**src/hdl/glgs_fifo.sv**
```systemverilog
module glgs_fifo #(
	parameter int W = 8,
	parameter int DEPTH = 16
) (
	input  logic         clk,
	input  logic         arst_n,
	input  logic         wr_en,
	input  logic [W-1:0] wr_data,
	input  logic         rd_en,
	output logic [W-1:0] rd_data,
	output logic         rd_vld
);
	localparam int PW = $clog2(DEPTH);

	logic [W-1:0]  slot_q [DEPTH];
	logic [PW-1:0] wr_ptr_q, rd_ptr_q;
	logic [PW:0]   cnt_q;

	always_ff @(posedge clk or negedge arst_n) begin
		if (!arst_n) begin
			wr_ptr_q <= '0;
			rd_ptr_q <= '0;
			cnt_q    <= '0;
		end else begin
			if (wr_en) wr_ptr_q <= wr_ptr_q + 1'b1;
			if (rd_en) rd_ptr_q <= rd_ptr_q + 1'b1;
			if (wr_en && !rd_en) cnt_q <= cnt_q + 1'b1;
			else if (!wr_en && rd_en) cnt_q <= cnt_q - 1'b1;
		end
	end

	always_ff @(posedge clk) begin
		if (wr_en) slot_q[wr_ptr_q] <= wr_data;
	end

	assign rd_data = slot_q[rd_ptr_q];
	assign rd_vld  = (cnt_q != '0);

endmodule

```
**config.mk**
```make
export PLATFORM = sky130hd
export DESIGN_NAME = glgs_fifo
export DESIGN_NICKNAME = d
export VERILOG_FILES = /design/src/hdl/glgs_fifo.sv
export SDC_FILE = /design/constraint.sdc
export NUM_CORES = 1
export LEC_CHECK = 0
export ABC_AREA = 1
export BUFFER_PORTS_ARGS = -buffer_cell sky130_fd_sc_hd__buf_2
export CAP_MARGIN = 20
export CORE_ASPECT_RATIO = 1.25
export CORE_MARGIN = 5
export CORE_UTILIZATION = 58
export CTS_BUF_LIST = sky130_fd_sc_hd__clkbuf_4 sky130_fd_sc_hd__clkbuf_8
export DETAILED_ROUTE_END_ITERATION = 10
export GPL_TIMING_DRIVEN = 0
export MAX_ROUTING_LAYER = met4
export PLACE_DENSITY_LB_ADDON = 0.08
export SLEW_MARGIN = 10
export SYNTH_ARGS = -nofsm -noshare
export SYNTH_HDL_FRONTEND = slang
export SYNTH_SLANG_ARGS = --single-unit
export TNS_END_PERCENT = 20
```
**constraint.sdc**
```tcl
create_clock -name clk -period 1.5 [get_ports clk]
set_input_delay 0.3 -clock clk [delete_from_list [all_inputs] [get_ports clk]]
set_output_delay 0.3 -clock clk [all_outputs]
set_load 0.005 [all_outputs]
```
After elaboration in Yosys (flattened, before gate mapping):

Memories as Yosys holds them, arrays and structs flattened.
Cells that the tools add are included.

* register bits after elaboration: 13
* latch bits: 0
* RAM bits: 128
* bits in read-only memories: 0
* bits of input ports: 12
* output and inout port bits: 9
* word-level logic and storage cells: 18
* memories: 1

Memories
* slot_q: depth 16, bits a word 8, rd ports 1, clocked after Yosys merged registers in 0, write ports 1, RTL line 15 `logic [W-1:0] slot_q [DEPTH];`

* $add $sub $neg: 4
* multipliers: 0
* div/mod/pow operators: 0
* magnitude comparators: 0
* equality and inequality tests: 0
* shift-type cells: 0
* multiplexer cells: 4
* bitwise operators: 0
* reduce and logical (&&, ||, !) cells: 6

Operators with widths (number)
* 5-bit 2-to-1 mux: 2
* 4-bit by 1-bit adder with 4-bit output, second input constant: 2
* 5-bit by 1-bit adder with 5-bit output, second input constant: 1
* 5-bit nonzero test: 1
* 5-bit by 1-bit subtractor with 5-bit output, second input constant: 1
* 1-bit logical AND: 2
* 1-bit zero test: 2
* 1-bit 2-to-1 mux: 2
* 2-bit nonzero test: 1

Depth between registers and ports, before layout:

Gate-level depths: netlist (run 1).

* depth after elaboration: 4
* depth in mapped cells: 11
* gate-level depth less buffers: 11

Worst setup path after synthesis (run 1):

OpenSTA, ideal clock, no wires.

* path type: register to register
* start point: register wr_ptr_q[0]
* end point: memory slot_q[10][0], enable pin
* setup time: 0.370 ns
* arrival: 1.117 ns
* data required time: 1.130 ns
* path slack: 0.013 ns
* cell stages (with the launch flop): 5
* buffers on the path: 0
* period minus slack after synthesis: 1.487 ns
* cell sequence: dfrtp_1 inv_1 ha_1 nand2_1 nor2_1

RTL lines
* from (decl): RTL line 16 `logic [PW-1:0] wr_ptr_q, rd_ptr_q;`
* from (signal assigned): RTL line 25 `if (wr_en) wr_ptr_q <= wr_ptr_q + 1'b1;`
* to (decl): RTL line 15

No word-level cell before the write port.

Worst setup path after layout (run 1):

* start point: register rd_ptr_q[0]
* end point: output rd_data[2]

* word-level cells in the longest chain between the ends: 1

Ends and longest elaborated chain
* from (decl): RTL line 16
* from (signal assigned): RTL line 26 `if (rd_en) rd_ptr_q <= rd_ptr_q + 1'b1;`
* memory read 16 x 8 bit
* to (decl): RTL line 10 `output logic [W-1:0] rd_data,`

No other way between the ends.

==> flow_summary_export.csv, run 1 <==
group,metric,value,unit
synthesis,syn-num-nets,639,
synthesis,yosys.area.top_type,"edfxtp_1",
timing,fin_tns_setup,-4650,ps
power,power-per-cell-area,1920,nW/µm²
clock_network,clock_sinks,141,
global_route,grt_pass1_vias,4236,
setup_path,cp_max_fo,10,
setup_path,cp_slowest_cell,"dfrtp_2",
synthesis,synthCells,617,
cells_and_area,final_cell_count_no_fill,810,
power,max-vdd-ir-drop,1.41,mV
cells_and_area,nets,687,
setup_path,max_stage_delay,460,ps
timing,final-setup-viol-count,8,
synthesis,ys_ff_latch,141,
timing,setup_slack,-599,ps
setup_path,crit_required,1200,ps
timing,max_slew_margin,0.622,
clock_network,root_buffer,"clkbuf_8",
synthesis,syn_area,6290,µm²
global_route,antenna_found_initial,0,
run_status,violations,"setup timing",
clock_network,tritoncts,"built",
synthesis,yosysWarnings,0,
timing,fin_crit_sh,1.40,
setup_path,crit_buf_inv,2,
timing,min_period,2100,ps
floorplan,coreArea,10600,µm²
floorplan,chipWidth,103,µm
cells_and_area,antenna_cells,0,
global_route,track_usage,0.248,
timing,tightestPinTransition,567,ps
floorplan,io_pins,21,
clock_network,htree_levels,4,
synthesis,synth_top_area_frac,0.611,
routing,routed_wl,14700,µm
global_route,overflow,0,
routing,drt_iter0_markers,431,
cells_and_area,nFillCells,772,
setup_path,worstSetupPathType,"register to output pin",
routing,drc,0,
placed_design,globalplace.congestion,0.874,
cells_and_area,area_growth_syn_to_layout,19.9,%
power,totalPowerFinal,14.5,mW
routing,ant_nets,0,
clock_network,numCtsBuffers,17,
routing,avgViaCountPerCell,5.37,
clock_network,path_clk_slew,80,ps
routing,dr_total_vias,4348,
floorplan,fp.dieH,126,µm
run_status,status,"complete, but fails checks",
global_route,grt_pass1_wl,22800,µm
placed_design,dp_slack,-600,ps
setup_path,cp.arrival,1800,ps
setup_path,crit_family,"simple AND/OR/NAND/NOR gates",
floorplan,initial_core_util,0.593,
placed_design,dp_cells,769,
setup_path,worstSetupEndpointType,"output pin",
synthesis,syn_avg_cell_area,10.2,µm²
floorplan,rows,42,
timing,hold_viol,0,
synthesis,ys_seq_area_frac,0.663,
clock_network,cts.path.max_buffers,2,
synthesis,synthTopCellsByArea,"edfxtp_1, nand2_1, nand3_1, inv_1, dfrtp_1",
min_path,hp-class,"input port to register",
timing,fmaxAchievable,476,MHz
synthesis,ys_types,22,
timing,slew_viol_final,0,
power,p_leak,3.27,nW
placed_design,hpwl,9640,µm
routing,wl_per_cell,18.1,µm
placed_design,numPortBuffers,20,
clock_network,clock_latency,430,ps
setup_path,cp_cell_sequence,"buf_2 -> nand2_1 -> nand3_1 -> nand3_1 -> nand3_2 -> nand2_1 -> buf_2",
routing,drt_pass1_iterations,6,
timing,finClkSkew,8.36,ps
setup_path,worstSetupStartpointType,"register",
job,max_cap_viol_count,0,
cells_and_area,drive_above_1_share,0.217,
floorplan,die-area,13000,µm²
timing,rsz0062_at_grt,"yes",
global_route,grt_max_degree,17,
power by group:
group,switching (mW),internal (mW),total (mW)
sequential,0.293,4.82,5.12
clock,1.38,2.08,3.46
combinational,3.75,2.18,5.93
total,5.43,9.08,14.5
stage by stage:
stage	hold WS, ps	utilization	cell area [µm²]
2_1_floorplan	4.41	-	6290
3_3_place_gp	213	0.618	6560
3_5_place_dp	219	0.618	6560
4_1_cts	123	0.699	7420
5_1_grt	119	0.710	7540
6_report	153	0.710	7540
worst register-to-register path: stages, from the launching register on:
cell     delay [ps]
dfrtp_1         420
inv_1           120
nand2_1         260
nor2_4          360
cell usage in the layout, fill, tap and decap left out, drive strengths merged:
| cell | synthesis | routed |
|---|---|---|
| nand2 | 194 | 194 |
| edfxtp | 128 | 128 |
| inv | 109 | 108 |
| nand3 | 101 | 101 |
| buf | 23 | 50 |
| clkbuf | 2 | 24 |
| nor2 | 20 | 20 |
| dfrtp | 13 | 13 |
| ha | 9 | 9 |
| xor2 | 7 | 7 |
| clkinv | 1 | 6 |
| bufinv | 0 | 5 |
| o21ai | 2 | 2 |
| nand4 | 2 | 2 |
| clkinvlp | 0 | 2 |
| xnor2 | 1 | 1 |
| a21oi | 1 | 1 |
| o22ai | 1 | 1 |
| or2 | 1 | 1 |
| nand2b | 1 | 1 |
| fa | 1 | 1 |
| dlygate4sd3 | 0 | 1 |
state kept, by name, indices dropped and copies added, names as in the netlist:
signal and cells:
slot_q 128, cnt_q 5, rd_ptr_q 4, wr_ptr_q 4
timing repair:
action                                  4_1_cts  5_1_grt
hold endpoints to repair                     13        0
gates resized for setup                      92       26
endpoints found under the setup margin      137      124
pin swaps                                    19        6
hold buffers                                  1        0
buffers inserted                              7        2
final timing paths:
| check | start | endpoint | slack, ps | depth (start not counted) |
|---|---|---|---|---|
| worst min register to register | wr_ptr_q[0] | wr_ptr_q[0] | 530 | 1 |
| max in group asynchronous | arst_n | cnt_q[0] | 940 | 2 |
| worst max-delay path | rd_ptr_q[0] | rd_data[2] | -600 | 7 |
| worst min-delay path | rd_en | rd_ptr_q[0] | 150 | 2 |
| min in group asynchronous | arst_n | wr_ptr_q[3] | 290 | 2 |
| worst max register to register | wr_ptr_q[2] | slot_q[0][0] | 20 | 3 |
final cells by class:
class / instances / area, µm² / share of cell area
flip-flops and latches: 141 / 4170 / 0.554
clock inverters: 11 / 193 / 0.0256
plain buffers: 24 / 244 / 0.0324
clock buffers: 21 / 270 / 0.0358
repair buffers: 30 / 231 / 0.0307
inverters: 110 / 422 / 0.0559
multi-input cells: 341 / 1840 / 0.244
well taps: 132 / 165 / 0.0219
layer usage:
layer  vias to the layer above  track usage  routed length [µm]
met3                        28       0.0538                 987
met4                         0       0.0998                 476
met5                         -            -                   0
met2                       161        0.393                7430
li1                       2082            -                   -
met1                      2077        0.311                5790
cell usage after synthesis:
cell type  instances
inv_2              2
clkbuf_1           2
dfrtp_1           13
buf_4              1
nand2_1          194
nand2b_1           1
inv_1            107
nor2_1            20
nand3_1          101
o21ai_0            2
edfxtp_1         128
or2_1              1
xnor2_1            1
fa_1               1
buf_6              4
ha_1               9
o22ai_1            1
a21oi_1            1
nand4_1            2
buf_2             18
clkinv_1           1
xor2_1             7
kinds of logic (layout without fill, tap and decap cells):
| group | Yosys count | in the layout | synth area share |
|---|---|---|---|
| AO/OA/AOI/OAI | 4 | 4 | 0.00338 |
| XOR/XNOR | 8 | 8 | 0.0111 |
| AND/OR/NAND/NOR | 319 | 319 | 0.212 |
| flip-flops | 141 | 141 | 0.663 |
| adder cells (fa/ha/maj) | 10 | 10 | 0.0211 |
| buffers and inverters | 135 | 196 | 0.0895 |
Power figures use the tool's default switching activity.
==> run 2: changes to the inputs <==
--- a/config.mk
+++ b/config.mk
@@ -8,9 +8,11 @@
 export ABC_AREA = 1
 export BUFFER_PORTS_ARGS = -buffer_cell sky130_fd_sc_hd__buf_2
 export CAP_MARGIN = 20
+export CELL_PAD_IN_SITES_DETAIL_PLACEMENT = 0
+export CELL_PAD_IN_SITES_GLOBAL_PLACEMENT = 1
 export CORE_ASPECT_RATIO = 1.25
 export CORE_MARGIN = 5
-export CORE_UTILIZATION = 58
+export CORE_UTILIZATION = 46
 export CTS_BUF_LIST = sky130_fd_sc_hd__clkbuf_4 sky130_fd_sc_hd__clkbuf_8
 export DETAILED_ROUTE_END_ITERATION = 10
 export GPL_TIMING_DRIVEN = 0
==> flow_summary_export.csv, run 2 (synthesis gave the netlist of run 1 again) <==
group,metric,value,unit
floorplan,die-area,16100,µm²
cells_and_area,largest_register_ffs,128,
floorplan,chipWidth,115,µm
cells_and_area,multi_input_area,1890,µm²
floorplan,coreArea,13300,µm²
cells_and_area,mostFrequentLayoutCell,"nand2_1",
setup_path,crit_required,1200,ps
global_route,overflow,0,
cells_and_area,final_cell_mix,"nand2_1, edfxtp_1, inv_1, nand3_1",
power,clockPowerShare,0.206,
global_route,grt_pass1_vias,4122,
floorplan,fp.dieH,141,µm
timing,hold_viol,0,
timing,fmaxAchievable,461,MHz
routing,drt_iter0_markers,182,
power,pwr-share-seq,0.331,
clock_network,root_buffer,"clkbuf_8",
global_route,track_usage,0.204,
cells_and_area,reg_top3,"slot_q: 128 flops, cnt_q: 5 flops",
setup_path,cp.arrival,1870,ps
floorplan,rows,47,
job,max_cap_viol_count,0,
power,switchingPower,5.80,mW
routing,wl_per_cell,18.7,µm
timing,min_period,2170,ps
cells_and_area,antenna_cells,0,
clock_network,cts.path.max_buffers,2,
cells_and_area,nFillCells,1111,
cells_and_area,drive_above_1_share,0.242,
timing,finClkSkew,6.67,ps
routing,ant_nets,0,
routing,dr_total_vias,4327,
setup_path,worstSetupEndpointType,"output pin",
cells_and_area,regArea,4170,µm²
run_status,violations,"setup timing",
min_path,hp-class,"input port to register",
routing,routed_wl,16100,µm
clock_network,path_clk_slew,70,ps
cells_and_area,nets,700,
global_route,grt_pass1_wl,23300,µm
routing,drt_pass1_iterations,4,
timing,rsz0062_at_grt,"yes",
timing,hold_ws,163,ps
timing,slew_viol_final,0,
placed_design,hpwl,10200,µm
placed_design,globalplace.congestion,0.806,
clock_network,htree_levels,4,
timing,setup_slack,-669,ps
clock_network,clock_sinks,141,
placed_design,numPortBuffers,20,
setup_path,worstSetupStartpointType,"register",
timing,tightestPinTransition,635,ps
timing,final-setup-viol-count,8,
power,comb_power_share,0.463,
cells_and_area,largest_register,"slot_q",
power,totalPowerFinal,15.3,mW
timing,max_slew_margin,0.577,
power,p_leak,3.41,nW
setup_path,rr_worst_depth,4,
clock_network,numCtsBuffers,17,
clock_network,tritoncts,"built",
floorplan,io_pins,21,
clock_network,clock_latency,430,ps
cells_and_area,area_growth_syn_to_layout,25.6,%
floorplan,initial_core_util,0.471,
setup_path,worstSetupPathType,"register to output pin",
routing,drc,0,
setup_path,cp_max_fo,5,
global_route,grt_max_degree,17,
min_path,holdPathStages,2,
routing,avgViaCountPerCell,5.03,
run_status,status,"complete, but fails checks",
power,p_int,9.51,mW
timing,fin_crit_sh,1.45,
power,max-vdd-ir-drop,0.990,mV
power,power-per-cell-area,1940,nW/µm²
global_route,antenna_found_initial,0,
power,p_sw_frac,0.379,
setup_path,r2r_setup_slack,50,ps
[run 2: what timing repair did]
| item | 4_1_cts | 5_1_grt |
|---|---|---|
| setup buffers | 6 | 9 |
| gates resized for setup | 81 | 72 |
| hold buffers | 1 | 0 |
| gates cloned | 0 | 6 |
| setup endpoints to repair | 137 | 130 |
| hold endpoints to repair | 13 | 0 |
| pin swaps | 9 | 21 |
[run 2: path summary, 6_finish.rpt]
path,to,startpoint
min in group asynchronous,cnt_q[3],arst_n
max in group asynchronous,rd_ptr_q[0],arst_n
worst min-delay path,rd_ptr_q[0],rd_en
worst max register to register,slot_q[6][5],wr_ptr_q[0]
worst max-delay path,rd_data[3],rd_ptr_q[0]
worst min register to register,cnt_q[0],cnt_q[0]
[run 2: worst max-delay path, stage by stage (launching register included)]
cell and delay, ps:
dfrtp_2 430, buf_12 170, clkinv_8 80, clkbuf_16 160, nand2_1 50, nand2_1 80
nand2_1 90, nand3_2 90, nand3_2 110, nand2_2 70, buf_6 110
[run 2: per-stage QoR]
stage	setup WS, ps	std cells	util	instance area [µm²]	setup TNS, ps
after CTS	-641	846	0.554	7390	-5370
after global placement	-529	808	0.495	6600	-58660
after floorplan	12.6	617	-	6290	0
final	-669	861	0.592	7900	-5060
after detailed placement	-539	808	0.495	6600	-61750
after global routing	-745	861	0.592	7900	-5880
[run 2: area by class of cell]
| type | count | area share |
|---|---|---|
| timing repair buffer | 41 | 0.0584 |
| inverter | 110 | 0.0551 |
| timing repair inverter | 1 | 0.00206 |
| sequential | 141 | 0.528 |
| tap | 171 | 0.0271 |
| clock buffer | 24 | 0.0378 |
| clock inverter | 7 | 0.0146 |
| multi-input combinational | 341 | 0.239 |
| buffer | 25 | 0.0382 |
[run 2: routing by layer]
metal	GRT usage	wire length, µm
met4	0.0725	261
met3	0.0446	710
met1	0.257	6840
met5	-	0
met2	0.324	8320
[run 2: power groups by stage]
stage	clock network, mW	registers, mW	logic, mW
finish	3.16	5.07	7.09
global route	3.40	5.12	7.67
CTS	3.21	5.06	5.73
detailed placement	0	5.13	4.92
global placement	0	5.11	4.89
floorplan	0	5.07	3.20
==> run 3: changes to the inputs <==
--- a/config.mk
+++ b/config.mk
@@ -10,13 +10,11 @@
 export CAP_MARGIN = 20
 export CELL_PAD_IN_SITES_DETAIL_PLACEMENT = 0
 export CELL_PAD_IN_SITES_GLOBAL_PLACEMENT = 1
-export CORE_ASPECT_RATIO = 1.25
 export CORE_MARGIN = 5
 export CORE_UTILIZATION = 46
 export CTS_BUF_LIST = sky130_fd_sc_hd__clkbuf_4 sky130_fd_sc_hd__clkbuf_8
 export DETAILED_ROUTE_END_ITERATION = 10
 export GPL_TIMING_DRIVEN = 0
-export MAX_ROUTING_LAYER = met4
 export PLACE_DENSITY_LB_ADDON = 0.08
 export SLEW_MARGIN = 10
 export SYNTH_ARGS = -nofsm -noshare
==> flow_summary_export.csv, run 3 (synthesis gave the netlist of run 1 again) <==
group,metric,value,unit
run_status,status,"complete, but fails checks",
run_status,violations,"setup timing",
timing,rsz0062_at_grt,"yes",
cells_and_area,reg_top3,"slot_q: 128 flops, cnt_q: 5 flops",
cells_and_area,largest_register_ffs,128,
cells_and_area,regArea,4170,µm²
global_route,grt_pass1_wl,23600,µm
global_route,grt_pass1_vias,4111,
job,max_cap_viol_count,0,
cells_and_area,nets,692,
floorplan,fp.dieH,127,µm
placed_design,numPortBuffers,20,
cells_and_area,largest_register,"slot_q",
power,power-per-cell-area,1950,nW/µm²
global_route,antenna_found_initial,0,
timing,final-setup-viol-count,8,
timing,fin_crit_sh,1.40,
routing,ant_nets,0,
power,p_int,9.34,mW
routing,avgViaCountPerCell,4.97,
global_route,grt_max_degree,17,
power,max-vdd-ir-drop,0.974,mV
timing,fmaxAchievable,475,MHz
power,switchingPower,5.60,mW
timing,hold_viol,0,
floorplan,die-area,16100,µm²
setup_path,worstSetupEndpointType,"output pin",
power,clockPowerShare,0.240,
cells_and_area,mostFrequentLayoutCell,"nand2_1",
clock_network,cts.path.max_buffers,2,
clock_network,numCtsBuffers,17,
clock_network,clock_latency,450,ps
floorplan,rows,42,
setup_path,crit_required,1200,ps
setup_path,worstSetupStartpointType,"register",
timing,setup_slack,-607,ps
cells_and_area,final_cell_mix,"nand2_1, edfxtp_1, inv_1, nand3_1, buf_2",
timing,min_period,2110,ps
placed_design,hpwl,10000,µm
setup_path,cp.arrival,1810,ps
cells_and_area,nFillCells,1196,
floorplan,coreArea,13300,µm²
placed_design,dp_cells,813,
global_route,track_usage,0.201,
setup_path,worstSetupPathType,"register to output pin",
floorplan,io_pins,21,
clock_network,htree_levels,4,
timing,slew_viol_final,0,
clock_network,path_clk_slew,80,ps
cells_and_area,area_growth_syn_to_layout,21.9,%
floorplan,initial_core_util,0.471,
global_route,overflow,0,
cells_and_area,final_util,0.575,
cells_and_area,final_cell_count_no_fill,859,
clock_network,root_buffer,"clkbuf_8",
clock_network,clock_sinks,141,
routing,drt_pass1_iterations,5,
timing,max_slew_margin,0.565,
placed_design,globalplace.congestion,0.852,
clock_network,tritoncts,"built",
cells_and_area,antenna_cells,0,
routing,routed_wl,15700,µm
min_path,hp-class,"input port to register",
routing,drt_iter0_markers,383,
setup_path,cp_max_fo,10,
cells_and_area,multi_input_area,1840,µm²
timing,finClkSkew,8.66,ps
power,p_sw_frac,0.375,
routing,wl_per_cell,18.3,µm
power,pwr-share-seq,0.339,
timing,tightestPinTransition,653,ps
power,comb_power_share,0.421,
power,p_leak,3.33,nW
floorplan,chipWidth,127,µm
cells_and_area,drive_above_1_share,0.218,
routing,drc,0,
routing,dr_total_vias,4265,
run 3: cell count changes in the layout (fill, tap and decap cells not counted), sizes merged:
cell      change
bufinv        +3
clkinvlp      -1
clkbuf        -7
clkinv        +3
buf           -5
run 3: repair_timing:
| action | in CTS | in global routing |
|---|---|---|
| pin swaps | 20 | 9 |
| resized for setup | 94 | 31 |
| hold buffers | 1 | 0 |
| buffers inserted | 8 | 5 |
| setup endpoints to repair | 137 | 108 |
| endpoints found under the hold margin | 13 | 0 |
run 3: final timing paths:
path                           endpoint  cells past startpoint  slack (ps)   startpoint
setup / recovery             rd_data[2]                      8        -610  rd_ptr_q[0]
hold / removal              rd_ptr_q[0]                      2         150        rd_en
setup reg to reg           slot_q[0][0]                      4          20  wr_ptr_q[0]
hold reg to reg                cnt_q[3]                      2         540     cnt_q[3]
max in group asynchronous   rd_ptr_q[0]                      2         960       arst_n
min in group asynchronous   rd_ptr_q[3]                      2         270       arst_n
run 3: area by class of cell:
type                    instances  share of cell area
well taps                     176              0.0287
repair buffers                 34              0.0341
inverters                     110              0.0556
plain buffers                  25              0.0367
multi-input cells             341               0.240
flip-flops and latches        141               0.544
clock buffers                  19              0.0325
clock inverters                13              0.0287
run 3: routing by layer:
metal	wire length, µm	up-vias	track usage
met2	7210	126	0.306
met1	7050	2006	0.270
met5	0	-	0
li1	-	2096	-
met4	531	0	0.104
met3	953	37	0.0483
run 3: power by group through the flow:
stage | logic (mW) | clock network (mW) | registers, mW
6_report | 6.29 | 3.58 | 5.07
5_1_grt | 6.83 | 3.80 | 5.12
4_1_cts | 5.90 | 3.63 | 5.05
3_5_place_dp | 4.93 | 0 | 5.12
3_3_place_gp | 4.89 | 0 | 5.11
2_1_floorplan | 3.20 | 0 | 5.07
run 3: worst max-delay path, stage by stage, from the launching register on:
cell,delay (ps)
dfrtp_2,470
buf_8,170
buf_8,150
nand2_1,80
nand3_2,80
nand3_2,100
nand3_2,110
nand2_2,80
buf_2,110
run 3: metrics by stage:
step                hold WS, ps  setup slack [ps]  setup TNS [ps]  cell area (µm²)  total power [mW]
finish                      153              -607           -4710             7670              14.9
global route                134              -709           -6290             7670              15.7
CTS                         101              -630           -5690             7520              14.6
detailed placement          211              -569          -61210             6610              10.1
global placement            211              -573          -58290             6610              10.0
floorplan                  4.41              12.6               0             6290              8.27
